<file path="src/hw/rtl/omni3_pkg.sv">
// Package for the three-wheel omni drive mixer.
// Types, field widths, opcodes and register indexes shared by all omni3_* modules.
// No dependencies.
`default_nettype none

package omni3_pkg;

  typedef enum logic [1:0] {
    OP_MOVE  = 2'd0,
    OP_SPIN  = 2'd1,
    OP_BRAKE = 2'd2,
    OP_COAST = 2'd3
  } opcode_t;

  // configuration register indexes
  localparam logic [1:0] REG_HEADING    = 2'd0;
  localparam logic [1:0] REG_SPEED_GAIN = 2'd1;
  localparam logic [1:0] REG_NORM_GAIN  = 2'd2;

  localparam int unsigned PWM_PERIOD_DEFAULT = 899;
  localparam logic [15:0] SPEED_GAIN_RESET   = 16'd13107;
  localparam logic [15:0] NORM_GAIN_RESET    = 16'd16384;

  localparam int VEL_W   = 16;  // Q1.14 command fields
  localparam int GAIN_W  = 18;  // combined gain, Q14
  localparam int WHEEL_W = 33;  // raw wheel speed, Q30
  localparam int SPEED_W = 52;  // scaled wheel speed, Q44
  localparam int ONE_SH  = 44;  // binary point of the scaled speed
  localparam int UNIT_W  = ONE_SH + 1;
  localparam int CMP_W   = 10;
  localparam int PER_W   = 16;
  localparam int LO_W    = 22;  // low split of the magnitude for the compare multiply
  localparam int HI_W    = UNIT_W - LO_W;

  localparam logic signed [WHEEL_W-1:0] SIN60_Q16 = 33'sd56755;
  localparam logic signed [SPEED_W-1:0] SPEED_ONE = SPEED_W'(64'd1 << ONE_SH);
  localparam logic [CMP_W-1:0]          CMP_MAX   = {CMP_W{1'b1}};

  typedef logic signed [SPEED_W-1:0] speed_t;

  // wheel speeds in kinematic order, not yet rotated onto the motors
  typedef struct packed {
    opcode_t          op;
    logic [1:0]       head;
    speed_t [2:0]     speed;
  } speed_set_t;

  // per-motor direction and saturated magnitude
  typedef struct packed {
    opcode_t                 op;
    logic [2:0]              fwd;
    logic [2:0][UNIT_W-1:0]  mag;
  } drive_set_t;

  typedef struct packed {
    logic [2:0]             fwd;
    logic [2:0][CMP_W-1:0]  cmp;
  } motor_set_t;

endpackage

`default_nettype wire

</file>
<file path="src/hw/rtl/omni3_pwm.sv">
// PWM compare stages: split multiply by the period, then shift, clamp and override.
// The last stage is the block's output register.
// Depends on omni3_pkg.
`default_nettype none

module omni3_pwm #(
  parameter int unsigned PWM_PERIOD = omni3_pkg::PWM_PERIOD_DEFAULT
) (
  input  wire logic                   clk,
  input  wire logic                   rst,
  input  wire logic                   in_valid,
  output logic                        in_ready,
  input  wire omni3_pkg::drive_set_t  in_data,
  output logic                        out_valid,
  input  wire logic                   out_ready,
  output omni3_pkg::motor_set_t       out_data
);
  import omni3_pkg::*;

  localparam logic [PER_W-1:0] PERIOD = PER_W'(PWM_PERIOD);
  localparam logic [CMP_W-1:0] COAST_CMP =
      (PERIOD > PER_W'(CMP_MAX)) ? CMP_MAX : PERIOD[CMP_W-1:0];
  localparam int HP_W = PER_W + HI_W;
  localparam int LP_W = PER_W + LO_W;

  logic                        d_valid;
  logic                        d_ready;
  opcode_t                     d_op;
  logic [2:0]                  d_fwd;
  logic [2:0][HP_W-1:0]        d_hi;
  logic [2:0][LP_W-1:0]        d_lo;

  logic                        e_valid;
  logic                        e_ready;
  motor_set_t                  e_data;
  motor_set_t                  e_next;

  logic [HP_W:0]               t;
  logic [HP_W:0]               q;

  assign e_ready  = !e_valid || out_ready;
  assign d_ready  = !d_valid || e_ready;
  assign in_ready = d_ready;

  always_ff @(posedge clk) begin
    if (rst) begin
      d_valid <= 1'b0;
    end else if (d_ready) begin
      d_valid <= in_valid;
    end
    if (d_ready) begin
      d_op  <= in_data.op;
      d_fwd <= in_data.fwd;
      for (int m = 0; m < 3; m++) begin
        d_hi[m] <= HP_W'(PERIOD) * HP_W'(in_data.mag[m][UNIT_W-1:LO_W]);
        d_lo[m] <= LP_W'(PERIOD) * LP_W'(in_data.mag[m][LO_W-1:0]);
      end
    end
  end

  // floor(P*mag / 2^44) = floor((P*hi + floor(P*lo / 2^22)) / 2^22); reverse uses one more bit
  always_comb begin
    t      = '0;
    q      = '0;
    e_next = '0;
    for (int m = 0; m < 3; m++) begin
      t = (HP_W+1)'(d_hi[m]) + (HP_W+1)'(d_lo[m] >> LO_W);
      q = d_fwd[m] ? (t >> (ONE_SH - LO_W)) : (t >> (ONE_SH - LO_W + 1));
      case (d_op)
        OP_BRAKE: begin
          e_next.fwd[m] = 1'b1;
          e_next.cmp[m] = '0;
        end
        OP_COAST: begin
          e_next.fwd[m] = 1'b0;
          e_next.cmp[m] = COAST_CMP;
        end
        default: begin
          e_next.fwd[m] = d_fwd[m];
          e_next.cmp[m] = (q > (HP_W+1)'(CMP_MAX)) ? CMP_MAX : q[CMP_W-1:0];
        end
      endcase
    end
  end

  always_ff @(posedge clk) begin
    if (rst) begin
      e_valid <= 1'b0;
    end else if (e_ready) begin
      e_valid <= d_valid;
    end
    if (e_ready) begin
      e_data <= e_next;
    end
  end

  assign out_valid = e_valid;
  assign out_data  = e_data;

endmodule

`default_nettype wire

</file>
<file path="config.mk">
export PLATFORM = sky130hd
export DESIGN_NAME = omni3_pwm
export DESIGN_NICKNAME = d
export VERILOG_FILES = /design/src/hw/rtl/omni3_pkg.sv /design/src/hw/rtl/omni3_pwm.sv
export SDC_FILE = /design/constraint.sdc
export NUM_CORES = 1
export LEC_CHECK = 0
export ABC_CLOCK_PERIOD_IN_PS = 6800
export BUFFER_PORTS_ARGS = -buffer_cell sky130_fd_sc_hd__buf_2
export CORE_UTILIZATION = 23
export CTS_CLUSTER_DIAMETER = 50
export CTS_CLUSTER_SIZE = 16
export DETAILED_ROUTE_END_ITERATION = 10
export PLACE_DENSITY = 0.35
export SKIP_CTS_REPAIR_TIMING = 1
export SLEW_MARGIN = 20
export SYNTH_ARGS = -nofsm -noshare
export SYNTH_HDL_FRONTEND = slang
export SYNTH_SLANG_ARGS = --single-unit
</file>
<file path="constraint.sdc">
create_clock -name clk -period 6.8 [get_ports clk]
set_input_delay 1.36 -clock clk [delete_from_list [all_inputs] [get_ports clk]]
set_output_delay 1.36 -clock clk [all_outputs]
set_load 0.01 [all_outputs]
</file>
---- After elaboration in Yosys (flattened, before gate mapping) ----
Cells that the tools add are included.
cells by class
  add/sub/neg operators ................... 3
  magnitude comparators ................... 3
  equal/unequal tests ..................... 2
  multiply operators ...................... 6
  multiplexer cells ....................... 12
  reductions and logical operators ........ 4
operator list
  kind                                                                               number
  33-bit by 10-bit adder with 34-bit output                                          3
  10-bit by 23-bit multiplier with 33-bit output, first input constant               3
  10-bit by 22-bit multiplier with 32-bit output, first input constant               3
  10-bit case mux with 2 select lines                                                3
  12-bit by 10-bit greater-than comparator with 1-bit output, second input constant  3
  12-bit two-way mux                                                                 3
  10-bit two-way mux                                                                 3
  1-bit case mux with 2 select lines                                                 3
  2-bit == test, second input constant                                               2
  1-bit zero test                                                                    2
  1-bit logical OR                                                                   2
storage, ports and cells
  input port bits ......................... 144
  bits in registers ....................... 235

---- Longest topological paths before layout ----
  depth after elaboration ................. 5
  depth in mapped cells ................... 21
  depth with buffers taken out ............ 21

---- Least setup slack after synthesis ----
OpenSTA, ideal clock, no wires.
  path kind ............................... input -> register
  from .................................... input in_data[115] (netlist bit)
  to ...................................... register d_hi[110] (netlist bit), data pin
  cell stages on the path ................. 17
  path slack .............................. 717 ps
  arrival time ............................ 5823 ps
  buffers on the path ..................... 0
  setup time .............................. 260 ps
  cell sequence ........................... inv_1 -> fa_1 -> inv_1 -> ha_1 -> fa_1 -> ha_1 -> fa_1 -> ha_1 -> a21o_1 -> a21o_1 -> a21o_1 -> or3_1 -> a21oi_1 -> o21ai_1 -> or4_1 -> a31oi_1 -> xnor2_1
between the ends
  longest elaborated chain between the ends .. 1
ends and longest elaborated chain
  element                                         line             RTL
  from (decl)                                     omni3_pwm.sv:13  input wire omni3_pkg::drive_set_t in_data,
  10-bit by 23-bit multiplier with 33-bit output  omni3_pwm.sv:55  d_hi[m] <= HP_W'(PERIOD) * HP_W'(in_data.mag[m][UNIT_W-1:LO_W]);
  to (signal, indexed assignment)                 omni3_pwm.sv:55
  to (decl)                                       omni3_pwm.sv:30  logic [2:0][HP_W-1:0] d_hi;
No other way between the ends.
A chain may end at the register's enable or synchronous reset.

---- Final worst setup path ----
  from .................................... input in_data[50] (netlist bit)
  to ...................................... register d_lo[69] (netlist bit), data pin
between the ends
  longest elaborated chain between the ends .. 1
ends and longest elaborated chain
  element                                         line             RTL
  10-bit by 22-bit multiplier with 32-bit output  omni3_pwm.sv:56  d_lo[m] <= LP_W'(PERIOD) * LP_W'(in_data.mag[m][LO_W-1:0]);
  to (signal, indexed assignment)                 omni3_pwm.sv:56
  to (decl)                                       omni3_pwm.sv:31  logic [2:0][LP_W-1:0] d_lo;
No other way between the ends.

==> impl_metrics.py <==
metrics = {
    "final_layout": {
        "drive_gt1_share_pct": 8.38,
        "synthToLayoutAreaGrowth_pct": 12.9,
        "nNetsFinal": 4084,
        "utilization_after_layout_pct": 26.2,
        "stdcell_area_mm2": 0.0314,
        "fill_cells": 13000,
        "layout_cells_excl_fill": 4625,
    },
    "floorplan": {
        "dieArea_mm2": 0.122,
        "die-width_um": 350,
        "placement_rows": 127,
        "io-pin-count": 179,
        "initial_utilization_pct": 23.2,
        "coreArea_mm2": 0.120,
        "die_ht_um": 350,
    },
    "sta": {
        "worstMarginPinSlew_ns": 1.00,
        "setup_viol": 0,
        "final_hold_viol_count": 0,
        "skew_ns": 0.0187,
        "max_freq_mhz": 164,
        "maxSlewViolCount": 0,
        "setup-tns-final_ns": 0,
        "timing.hold.ws_ns": 0.544,
        "timing.final.crit_share_pct": 89.6,
        "slew_headroom_pct": 33.3,
        "final_period_minus_worst_setup_slack_ns": 6.09,
        "final_critical_path_setup_slack_ns": 0.708,
        "rsz0062_at_grt": "false",
    },
    "pwr": {
        "power.density_mw_per_mm2": 348,
        "comb_power_share_pct": 71.1,
        "worst_ir_drop_vdd_mv": 0.214,
        "power.share.switching_pct": 46.5,
        "clock_power_share_pct": 9.1,
        "seqPwrFrac_pct": 19.8,
        "intPower_mw": 5.84,
        "leakagePower_nw": 16.2,
        "total_power_of_the_final_layout_mw": 10.9,
        "power.switching_mw": 5.08,
    },
    "global_route": {
        "vias_in_the_first_global_route": 19800,
        "grt_antenna_before_repair": 13,
        "grt_first_pass_wirelength_um": 106000,
        "grt_use_met3_pct": 1.79,
        "grt.met1_usage_pct": 15.0,
        "grt.overflow.total": 0,
        "busiest_layer": "met2",
        "largest_net_degree_at_the_start_of_global_routing": 77,
        "globalRouteMet2Util_pct": 17.7,
        "gr-usage-all-layers_pct": 10.9,
    },
    "run": {
        "maxCapViolations": 0,
    },
    "setup_path": {
        "max_fo_critical_path": 4,
        "max_stage_delay_cell_worst_path": "sky130_fd_sc_hd__fa_1",
        "worstPathRequired_ns": 7.03,
        "critical-path-max-stage-delay_ns": 0.54,
        "timing.critical_path.to_type": "flip-flop",
        "cp_data_arrival_time_ns": 6.33,
        "critPathLaunchType": "input port",
        "crit_path_frequent_cell": "sky130_fd_sc_hd__inv_1",
        "crit_chain": "buf_2 > inv_1 > fa_1 > inv_1 > ha_1 > fa_1 > ha_1 > inv_1 > fa_1 > inv_1 > ha_1 > a211oi_1 > o2111ai_1 > a211oi_1 > o22ai_1 > o211ai_1 > a21boi_0 > o21a_1 > o41ai_1 > xnor2_1",
        "type_of_the_worst_setup_path": "input port to flip-flop",
    },
    "drt": {
        "drtIter0Drc": 648,
        "postRouteWirelength_um": 63300,
        "route.antenna.remaining_nets": 0,
        "detailedRoute.firstPassIterationCount": 5,
        "route.detailed.drc": 0,
        "routedWlPerCell_um": 13.7,
        "route.detailed.vias_per_inst": 4.04,
        "via_count": 18700,
    },
    "clock_tree": {
        "clock_insertion_delay_at_the_later_pin_of_the_skew_report_ns": 0.49,
        "clk_root_buffer_cell": "sky130_fd_sc_hd__clkbuf_16",
        "tritoncts_num_sinks": 169,
        "htreeDepth": 4,
        "path_clk_slew_ns": 0.08,
        "numCtsBuffers": 17,
        "clock_tree_from_tritoncts": "done",
        "cts_buffer_depth": 2,
    },
    "logic_synthesis": {
        "synth_flop_cell": "sky130_fd_sc_hd__edfxtp_1",
        "synthDistinctLibCells": 72,
        "synth-edff-count": 167,
        "synthesis.instances": 2798,
        "syn_area_mm2": 0.0278,
        "library_cell_with_the_highest_instance_count_after_synthesis": "sky130_fd_sc_hd__inv_1",
        "seq_area_frac_synth_pct": 18.2,
        "synthesis.area_per_instance_um2": 9.94,
        "synth_fp_nets": 3887,
        "async_reset_ff_share_pct": 0,
        "post-synth-top-area-cell": "sky130_fd_sc_hd__ha_1",
        "top_cell_type_s_share_of_synthesized_area_pct": 29.3,
        "synth_seq_cells": 169,
        "netlist_top_cells_count": "sky130_fd_sc_hd__inv_1 (687), sky130_fd_sc_hd__ha_1 (651), sky130_fd_sc_hd__fa_1 (294), sky130_fd_sc_hd__edfxtp_1 (167), sky130_fd_sc_hd__a21oi_1 (122)",
        "synthesis_warnings": 0,
        "synth.area.top_cells": "sky130_fd_sc_hd__ha_1 (29%), sky130_fd_sc_hd__fa_1 (21%), sky130_fd_sc_hd__edfxtp_1 (18%)",
    },
    "worst_hold_path": {
        "class_of_the_most_critical_hold_timing_path": "flip-flop to flip-flop",
    },
    "placed_design": {
        "detailed_place_hpwl_um": 56500,
        "port_buffers": 178,
        "dpl_worst_slack_ns": 0.158,
        "placed_cell_area_mm2": 0.0308,
        "place_inst": 4588,
        "globalplace.congestion": 0.747,
    },
    "status": {
        "status": "finished, final reports clean",
    },
}
metal layers:
layer,vias to the layer above,share of wire (%)
met5,-,0.15
met4,14,0.91
met3,41,2.6
met2,146,46
met1,8680,50
li1,9803,-
final cells by class:
class	instances	area [µm²]	area share, %
timing repair buffer	201	1060	3.39
sequential	169	5050	16.1
antenna	5	12.5	0.0399
clock inverter	14	135	0.431
clock buffer	18	429	1.37
tap	1612	2020	6.43
multi-input combinational	1919	20100	64.0
inverter	687	2580	8.22
state kept, by name, summed over array words and instances (netlist names):
register   cells
out_valid      1
d_op           2
d_lo          30
d_fwd          3
d_hi          99
out_data      33
d_valid        1
worst max-delay path: cells and delay by family:
kind                       cells  cell delay (ns)
adders and majority gates      6             2.39
AOI/OAI and AO/OA              8             2.12
buffers and inverters          5             0.34
xor gates and xnor gates       1             0.10
cells in the final DEF (no fill, tap or decap), drive strengths merged, types with 6 or more instances in the layout:
| cell type | count |
|---|---|
| or3 | 13 |
| o21ai | 73 |
| xnor2 | 93 |
| a31oi | 15 |
| inv | 694 |
| a211oi | 12 |
| fa | 294 |
| edfxtp | 167 |
| o21bai | 17 |
| buf | 201 |
| o211ai | 13 |
| a31o | 8 |
| and3 | 15 |
| o41ai | 7 |
| o31ai | 17 |
| nor3 | 38 |
| a21oi | 123 |
| a21o | 57 |
| nand4 | 34 |
| xor2 | 34 |
| and4 | 6 |
| nand3 | 46 |
| nor2b | 21 |
| nand2b | 14 |
| ha | 651 |
| nand2 | 74 |
| o21a | 26 |
| and2 | 8 |
| nor2 | 117 |
| a221o | 8 |
| clkbuf | 18 |
| a221oi | 7 |
worst paths after layout:
kind              cells past startpoint  slack, ns         from     endpoint
setup / recovery                     20       0.71  in_data[50]     d_lo[69]
hold / removal                        2       0.54      d_valid    out_valid
setup reg to reg                     10       3.53      d_hi[1]  out_data[7]
hold reg to reg                       2       0.54      d_valid    out_valid
logic make-up (layout without fill, tap and decap cells):
kind of cell / after synthesis / in the layout / synth area share, %
simple gates: 409 / 409 / 7.26
xor+xnor: 127 / 127 / 4.00
other cells: 0 / 5 / 0
flops: 169 / 169 / 18.2
buf+inv: 710 / 920 / 9.59
compound gates: 430 / 430 / 10.2
mux: 6 / 6 / 0.221
fa+ha+maj: 947 / 947 / 50.5
power groups by stage:
stage	sequential (mW)	clock, mW	combinational, mW
after floorplan	2.10	0	5.80
after global placement	2.20	0	8.03
after detailed placement	2.19	0	7.89
after CTS	2.17	1.05	8.00
after global routing	2.22	1.08	9.13
final	2.16	0.994	7.77
(Power assumes the default switching activity.)
