`src/hw/rtl/omni3_pkg.sv`:
```
// Package for the three-wheel omni drive mixer.
// Types, field widths, opcodes and register indexes shared by all omni3_* modules.
// No dependencies.
`default_nettype none

package omni3_pkg;

  typedef enum logic [1:0] {
    OP_MOVE  = 2'd0,
    OP_SPIN  = 2'd1,
    OP_BRAKE = 2'd2,
    OP_COAST = 2'd3
  } opcode_t;

  // configuration register indexes
  localparam logic [1:0] REG_HEADING    = 2'd0;
  localparam logic [1:0] REG_SPEED_GAIN = 2'd1;
  localparam logic [1:0] REG_NORM_GAIN  = 2'd2;

  localparam int unsigned PWM_PERIOD_DEFAULT = 899;
  localparam logic [15:0] SPEED_GAIN_RESET   = 16'd13107;
  localparam logic [15:0] NORM_GAIN_RESET    = 16'd16384;

  localparam int VEL_W   = 16;  // Q1.14 command fields
  localparam int GAIN_W  = 18;  // combined gain, Q14
  localparam int WHEEL_W = 33;  // raw wheel speed, Q30
  localparam int SPEED_W = 52;  // scaled wheel speed, Q44
  localparam int ONE_SH  = 44;  // binary point of the scaled speed
  localparam int UNIT_W  = ONE_SH + 1;
  localparam int CMP_W   = 10;
  localparam int PER_W   = 16;
  localparam int LO_W    = 22;  // low split of the magnitude for the compare multiply
  localparam int HI_W    = UNIT_W - LO_W;

  localparam logic signed [WHEEL_W-1:0] SIN60_Q16 = 33'sd56755;
  localparam logic signed [SPEED_W-1:0] SPEED_ONE = SPEED_W'(64'd1 << ONE_SH);
  localparam logic [CMP_W-1:0]          CMP_MAX   = {CMP_W{1'b1}};

  typedef logic signed [SPEED_W-1:0] speed_t;

  // wheel speeds in kinematic order, not yet rotated onto the motors
  typedef struct packed {
    opcode_t          op;
    logic [1:0]       head;
    speed_t [2:0]     speed;
  } speed_set_t;

  // per-motor direction and saturated magnitude
  typedef struct packed {
    opcode_t                 op;
    logic [2:0]              fwd;
    logic [2:0][UNIT_W-1:0]  mag;
  } drive_set_t;

  typedef struct packed {
    logic [2:0]             fwd;
    logic [2:0][CMP_W-1:0]  cmp;
  } motor_set_t;

endpackage

`default_nettype wire

```
`src/hw/rtl/omni3_sat.sv`:
```
// Motor rotation and saturation stage.
// Routes wheel speeds onto motors by heading, clamps to [-1, 1] and picks direction.
// Depends on omni3_pkg.
`default_nettype none

module omni3_sat (
  input  wire logic                   clk,
  input  wire logic                   rst,
  input  wire logic                   in_valid,
  output logic                        in_ready,
  input  wire omni3_pkg::speed_set_t  in_data,
  output logic                        out_valid,
  input  wire logic                   out_ready,
  output omni3_pkg::drive_set_t       out_data
);
  import omni3_pkg::*;

  logic        c_valid;
  drive_set_t  c_data;
  drive_set_t  c_next;
  speed_t      rot [3];
  speed_t      s;
  speed_t      biased;

  assign in_ready = !c_valid || out_ready;

  // motor m takes wheel (m - head) mod 3; a heading of three acts as zero
  always_comb begin
    case (in_data.head)
      2'd1: begin
        rot[0] = $signed(in_data.speed[2]);
        rot[1] = $signed(in_data.speed[0]);
        rot[2] = $signed(in_data.speed[1]);
      end
      2'd2: begin
        rot[0] = $signed(in_data.speed[1]);
        rot[1] = $signed(in_data.speed[2]);
        rot[2] = $signed(in_data.speed[0]);
      end
      default: begin
        rot[0] = $signed(in_data.speed[0]);
        rot[1] = $signed(in_data.speed[1]);
        rot[2] = $signed(in_data.speed[2]);
      end
    endcase
  end

  always_comb begin
    s          = '0;
    biased     = '0;
    c_next.op  = in_data.op;
    c_next.fwd = '0;
    c_next.mag = '0;
    for (int m = 0; m < 3; m++) begin
      s = rot[m];
      if (s > SPEED_ONE) begin
        s = SPEED_ONE;
      end else if (s < -SPEED_ONE) begin
        s = -SPEED_ONE;
      end
      biased = SPEED_ONE + s;
      c_next.fwd[m] = !s[SPEED_W-1];
      c_next.mag[m] = s[SPEED_W-1] ? biased[UNIT_W-1:0] : s[UNIT_W-1:0];
    end
  end

  always_ff @(posedge clk) begin
    if (rst) begin
      c_valid <= 1'b0;
    end else if (in_ready) begin
      c_valid <= in_valid;
    end
    if (in_ready) begin
      c_data <= c_next;
    end
  end

  assign out_valid = c_valid;
  assign out_data  = c_data;

endmodule

`default_nettype wire

```
`config.mk`:
```
export PLATFORM = sky130hd
export DESIGN_NAME = omni3_sat
export DESIGN_NICKNAME = d
export VERILOG_FILES = /design/src/hw/rtl/omni3_pkg.sv /design/src/hw/rtl/omni3_sat.sv
export SDC_FILE = /design/constraint.sdc
export NUM_CORES = 1
export LEC_CHECK = 0
export BUFFER_PORTS_ARGS = -buffer_cell sky130_fd_sc_hd__buf_4
export CAP_MARGIN = 20
export CORE_AREA = 2 2 140 142
export CTS_CLUSTER_SIZE = 12
export DETAILED_ROUTE_END_ITERATION = 6
export DIE_AREA = 0 0 142 144
export PLACE_DENSITY = 0.89
export REMOVE_ABC_BUFFERS = 1
export SKIP_LAST_GASP = 1
export SYNTH_ARGS = -nofsm -noshare
export SYNTH_HDL_FRONTEND = slang
export SYNTH_SLANG_ARGS = --single-unit
export TNS_END_PERCENT = 100
```
`constraint.sdc`:
```
create_clock -name clk -period 9.2 [get_ports clk]
set_input_delay 2.76 -clock clk [delete_from_list [all_inputs] [get_ports clk]]
set_output_delay 2.76 -clock clk [all_outputs]
set_load 0.01 [all_outputs]
```
======== Word level (Yosys, flattened, before mapping) ========
Index checks and enable logic that the tools add are counted.
Widths: inputs -> output; s select.
cells by class
  add/sub/neg operators ................... 3
  $lt $le $gt $ge ......................... 6
  equality and inequality tests ........... 2
  muxes and demuxes ....................... 10
  reduce and logical (&&, ||, !) cells .... 5
operators by type and width
  kind                    number
  $mux 52                 6
  $pmux 156 s2            1
  $gt 52x46->1 const B    3
  $lt 52x45->1 const B    3
  $add 45x45->45 const A  3
  $mux 45                 3
  $logic_not 1->1         4
  $eq 2x1->1 const B      1
  $eq 2x2->1 const B      1
  $logic_or 1x1->1        1
word-level totals
  flip-flop bits (word level) ............. 141
  bits of input ports ..................... 164
  output and inout port bits .............. 142
  logic and storage cells ................. 32

======== Logic depth before layout (Yosys ltp) ========
Gate-level depths: netlist of the first run.
  depth after elaboration ................. 7
  gate-level depth with buffers ........... 15
  mapped depth without buffers ............ 11

======== Least setup slack after synthesis of the first run ========
No wires, ideal clock.
  path kind ............................... input-to-output
  start point ............................. in out_ready
  end point ............................... out in_ready
  arrival ................................. 6.222 ns
  data required time ...................... 6.440 ns
  setup slack ............................. 0.218 ns
  stages .................................. 1
  path buffers ............................ 0
  cells stage by stage .................... nand2b_1
between the ends
  cells in the longest elaborated chain, start to end .. 1
RTL lines
  element           RTL line         RTL
  start, declared   omni3_sat.sv:13  input wire logic out_ready,
  $logic_or 1x1->1  omni3_sat.sv:25  assign in_ready = !c_valid || out_ready;
  end, declared     omni3_sat.sv:10  output logic in_ready,
Every way passes these cells.

==> results of run 1 <==
critical path, stage by stage:
cell,delay (ns)
buf_4,0.12
inv_1,0.09
ha_4,0.66
buf_4,0.81
a221oi_1,0.26
nor4_1,0.26
nand4_1,0.14
ha_2,0.48
buf_4,0.55
a21oi_1,0.11
xor2_1,0.18
nor4_1,0.17
a2bb2oi_1,0.10
per-stage QoR:
step,TNS [ns],setup slack [ns],area [µm²]
4_1_cts,0,2.70,12400
6_report,0,2.57,12400
5_1_grt,0,2.35,12400
3_5_place_dp,0,2.26,11800
2_1_floorplan,-48.07,-0.748,9100
3_3_place_gp,0,2.39,11800
cell type report:
class	instances	area [µm²]	area share [%]
Tap cell	238	298	2.40
Sequential cell	141	4220	34.0
Timing Repair Buffer	316	2380	19.2
Multi-Input combinational cell	603	4910	39.5
Clock inverter	14	170	1.37
Inverter	3	11.3	0.0906
Clock buffer	18	429	3.45
kinds of logic after synthesis:
| family | after synthesis |
|---|---|
| and+or+nand+nor | 342 |
| buffers and inverters | 102 |
| DFF | 141 |
| xor gates and xnor gates | 3 |
| adders and majority gates | 5 |
| AOI/OAI and AO/OA | 253 |
cells in the final DEF, fill, tap and decap left out, types with 4 or more instances in the layout:
master / instances
a21oi_1: 4
a221oi_1: 143
a22oi_1: 11
a2bb2oi_1: 6
buf_4: 315
clkbuf_16: 17
clkinvlp_4: 6
edfxtp_1: 140
nand2_1: 11
nor2_1: 4
nor2b_1: 143
nor3b_1: 9
nor4_1: 43
nor4_2: 105
o21ai_0: 11
o22ai_1: 69
or4_1: 6
metal layers:
metal / global-route usage (%) / wire, µm / vias up
met1: 39.6 / 12200 / 4466
met2: 50.4 / 15700 / 707
met3: 7.55 / 3710 / 111
li1: - / - / 4053
met4: 15.5 / 1490 / 0
met5: 0 / 0 / -
how the worst min path moves through the flow:
stage | endpoint | slack [ns] | from
CTS | out_data[113]$_SDFFCE_PP0P_ | 1.02 | out_valid$_SDFFE_PP0P_
detailed placement | out_data[113]$_SDFFCE_PP0P_ | 1.00 | out_valid$_SDFFE_PP0P_
finish | out_data[113]$_SDFFCE_PP0P_ | 1.03 | out_valid$_SDFFE_PP0P_
global route | out_data[113]$_SDFFCE_PP0P_ | 1.07 | out_valid$_SDFFE_PP0P_
global placement | out_data[97]$_SDFFCE_PP0P_ | 0.99 | out_valid$_SDFFE_PP0P_
floorplan | out_valid$_SDFFE_PP0P_ | 2.83 | rst
state kept, by name (all words and copies together), names as in the netlist:
register   flops
out_data     140
out_valid      1
power breakdown:
| part | switching, µW | internal, µW | leakage [µW] |
|---|---|---|---|
| sequential | 33.7 | 800 | 0.00159 |
| clock | 290 | 426 | 0.000272 |
| combinational | 400 | 290 | 0.00262 |
| total | 724 | 1520 | 0.00448 |
==> results.yml, run 1 <==
run_status:
  status: "complete, no violations"
cts:
  clock_latency_ns: 0.44
  cts_tree: "built"
  clockBufferDepth: 2
  cts_hold_buf: 0
  numCtsBuffers: 17
  clk_pin_slew_ns: 0.07
  post_cts_resized: 0
  post_cts_buffers: 0
  ctsHtreeMaxLevel: 4
  clock_sinks: 141
  root_buffer: "clkbuf_16"
synth:
  synth.area.top_cells: "edfxtp_1 44%, nor4_2 14%, a221oi_1 13%"
  synth_common_cells: "143 x a221oi_1, 143 x nor2b_1, 140 x edfxtp_1"
  synth_seq_cells: 141
  ys_warn_count: 0
  syn_inst: 846
  ys_types: 34
  synth_fa_ha_area_share_pct: 0.649
  synth_xor_area_share_pct: 0.273
  synth-compound-area-share_pct: 20.4
  dominantRegCellSynth: "edfxtp_1"
  avgSynthCellArea_um2: 11.4
  async_reset_ff_share_pct: 0
  synth_top_area_share_pct: 43.6
  synth-simple-area-share_pct: 29.1
  yosysSeqAreaShare_pct: 43.8
  synth.mux.area_fraction_pct: 0
  yosys.area.top_type: "edfxtp_1"
  synth_edf_count: 140
  synth_area_um2: 9640
  synth_top_family_by_area: "simple AND/OR/NAND/NOR gates"
sta:
  clock_skew_ns: 0.0157
  hold_slack_ns: 1.03
  setup-violations-final: 0
  fmax_mhz: 151
  fin_crit_sh_pct: 72.1
  worstMarginPinSlew_ns: 0.925
  slew_violations: 0
  timing.slew.headroom_pct: 38.3
  finalCriticalPeriod_ns: 6.63
  rsz0062_at_grt: "no"
  hold_viol_final: 0
worst_setup_path:
  end_kind: "flop"
  startpoint: "in_data[156]"
  reg2reg_to: "out_data[31]$_SDFFCE_PP0P_"
  r2r-start: "out_valid$_SDFFE_PP0P_"
  cp_max_fo: 85
  ff2ff_path_depth: 3
  arrival_ns: 6.80
  critPathCapture: "out_data[44]$_DFFE_PP_"
  critPathRequiredTime_ns: 9.37
  start_kind: "input pin"
  crit_type: "in -> reg"
  regToRegSetupSlack_ns: 6.58
place:
  placedCellCount: 1301
  hpwl_um: 23300
  place_congestion: 0.887
  io_buffers: 305
die:
  die_x_um: 142
  initial_core_util_pct: 50.5
  rows: 51
  ios: 306
  coreArea_um2: 19100
  die_y_um: 144
  dieArea_um2: 20400
route:
  vias: 9337
  postRouteAntennaNets: 0
  wl_per_cell_um: 24.8
  first_pass_iters: 6
  vias_per_cell: 7.00
  drtIter0Drc: 1301
  drc: 0
  totalWireLength_um: 33100
grt:
  first_global_vias: 8689
  grt_pass1_wl_um: 48700
  grt_max_degree: 230
  antenna_found_initial: 0
  grt_use_total_pct: 31.3
  grt_overflow: 0
finish:
  area_growth_pct: 28.9
  drive_gt1_share_pct: 42.6
  layout.cells.non_filler: 1333
  nNetsFinal: 1251
  antenna_cells: 0
  fill_cells: 1503
  utilization_pct: 65.1
power:
  total_leakage_power_uw: 0.00448
  power_uw: 2240
  ir_drop_mv: 0.117
  powerDensity_nw_per_um2: 180
job:
  maxCapViolCount: 0
worst_hold_path:
  holdPathStages: 1
  hold_path_class: "reg -> reg"
No activity file was read; power rests on OpenSTA's default activity.
==> inputs of run 2 (changes only) <==
CORE_AREA = 2 2 147 149   (was 2 2 140 142)
DIE_AREA = 0 0 149 151   (was 0 0 142 144)
PLACE_DENSITY = 0.85   (was 0.89)
clock period = 5.37 ns   (was 9.2 ns; I/O delays follow)
==> run 2 against run 1 <==
  * First-iteration DRC count shrank 18%
  * Critical path type unchanged
  * Cell area grew 1.1%
  * Routed wire length grew 0.50%
  * Largest cell class unchanged
  * Register-to-register slack lost 2.8 ns
  * Critical endpoint unchanged
  * Clock power grew 69%
  * Clock skew grew 0.00095 ns
==> results.yml, run 2 (same netlist as run 1, synthesis figures left out) <==
worst_setup_path:
  critical-path-max-stage-delay_ns: 0.64
  worst-path-buf-inv: 3
  crit_type: "in -> reg"
  cpMaxStageDelayCell: "or4_1"
  end_kind: "flop"
  start_kind: "input pin"
  arrival_ns: 4.39
  critPathRequiredTime_ns: 5.53
  regToRegSetupSlack_ns: 3.78
  cp_max_fo: 141
  cp_top_family: "simple AND/OR/NAND/NOR gates"
  path_cells: "buf_4, inv_1, ha_4, buf_12, nor2b_1, o22ai_1, or4_1, nor4_1, a2bb2oi_1"
place:
  hpwl_um: 23800
  io_buffers: 305
  place_congestion: 0.909
  placedCellCount: 1342
  pre_cts_ws_ns: 0.765
sta:
  setup-violations-final: 0
  finalCriticalPeriod_ns: 4.23
  timing.slew.headroom_pct: 39.0
  rsz0062_at_grt: "no"
  fmax_mhz: 236
  clock_skew_ns: 0.0166
  fin_crit_sh_pct: 78.8
  hold_slack_ns: 1.03
  slew_violations: 0
  worstMarginPinSlew_ns: 0.915
  fin_ws_ns: 1.14
  hold_viol_final: 0
cts:
  clockBufferDepth: 2
  cts_tree: "built"
  ctsHtreeMaxLevel: 4
  clk_pin_slew_ns: 0.07
  post_cts_buffers: 0
  cts_hold_buf: 0
  root_buffer: "clkbuf_16"
  clock_sinks: 141
  post_cts_resized: 0
  clock_latency_ns: 0.42
  numCtsBuffers: 17
job:
  maxCapViolCount: 0
power:
  pwr-share-seq_pct: 37.1
  switching_share_pct: 31.9
  p_clk_share_pct: 31.5
  ir_drop_mv: 0.147
  combPwrFrac_pct: 31.3
  total_leakage_power_uw: 0.00454
  powerDensity_nw_per_um2: 305
  intPower_uw: 2610
  p_sw_uw: 1220
die:
  dieArea_um2: 22500
  die_y_um: 151
  initial_core_util_pct: 46.3
  die_x_um: 149
  rows: 53
  coreArea_um2: 20800
  ios: 306
finish:
  layout_common_cells: "314 x buf_4, 143 x nor2b_1, 143 x a221oi_1"
  layout.cells.non_filler: 1375
  nNetsFinal: 1255
  largest_register_ffs: 140
  drive_gt1_share_pct: 42.8
  fill_cells: 1701
  area_growth_pct: 30.3
  final_common_cell: "buf_4"
run_status:
  status: "complete, no violations"
route:
  drc: 0
  first_pass_iters: 6
  vias: 9211
  vias_per_cell: 6.70
  postRouteAntennaNets: 0
  wl_per_cell_um: 24.2
  totalWireLength_um: 33300
  drtIter0Drc: 1062
grt:
  grt_overflow: 0
  antenna_found_initial: 1
  first_global_vias: 8536
  grt_max_degree: 142
  grt_use_total_pct: 28.7
  grt_pass1_wl_um: 49200
worst_hold_path:
  hold_path_class: "reg -> reg"
run 2: through the flow:
stage	TNS, ns	util (%)	total power (µW)	area [µm²]
after floorplan	-451.96	-	2120	9100
after global placement	0	57.5	2600	12000
after detailed placement	0	57.5	2630	12000
after CTS	0	60.3	3830	12600
after global routing	0	60.3	3980	12600
final	0	60.3	3830	12600
run 2: power groups by stage:
stage | clock, µW | sequential [µW] | combinational (µW)
6_report | 1210 | 1420 | 1200
3_3_place_gp | 0 | 1440 | 1160
4_1_cts | 1220 | 1420 | 1190
3_5_place_dp | 0 | 1440 | 1180
5_1_grt | 1260 | 1430 | 1280
2_1_floorplan | 0 | 1510 | 614
run 2: cell type report:
class	instances	area, µm²	share of cell area (%)
Inverter	3	11.3	0.0896
Tap cell	275	344	2.74
Multi-Input combinational cell	603	4910	39.1
Antenna cell	1	2.50	0.0199
Clock buffer	18	429	3.42
Timing Repair Buffer	320	2480	19.7
Sequential cell	141	4220	33.6
Clock inverter	14	168	1.33
run 2: layer usage:
layer	track usage (%)	wire (µm)	up-vias	part of all wire, %
met1	35.6	12700	4473	38
met3	7.77	3320	89	10
met4	14.5	1580	0	4.8
li1	-	-	4078	-
met5	0	0	-	0
met2	46.2	15700	571	47
run 2: path summary, 6_finish.rpt:
check                         start  cells past startpoint                          to
max reg2reg  out_valid$_SDFFE_PP0P_                      2  out_data[56]$_SDFFCE_PP0P_
min reg2reg  out_valid$_SDFFE_PP0P_                      3      out_valid$_SDFFE_PP0P_
max                    in_data[156]                      9      out_data[44]$_DFFE_PP_
min          out_valid$_SDFFE_PP0P_                      3      out_valid$_SDFFE_PP0P_
run 2: worst reg2reg max path: stages, from the launching register on:
cell      delay, ns
dfxtp_1        0.33
nand2b_4       0.16
buf_12         0.51
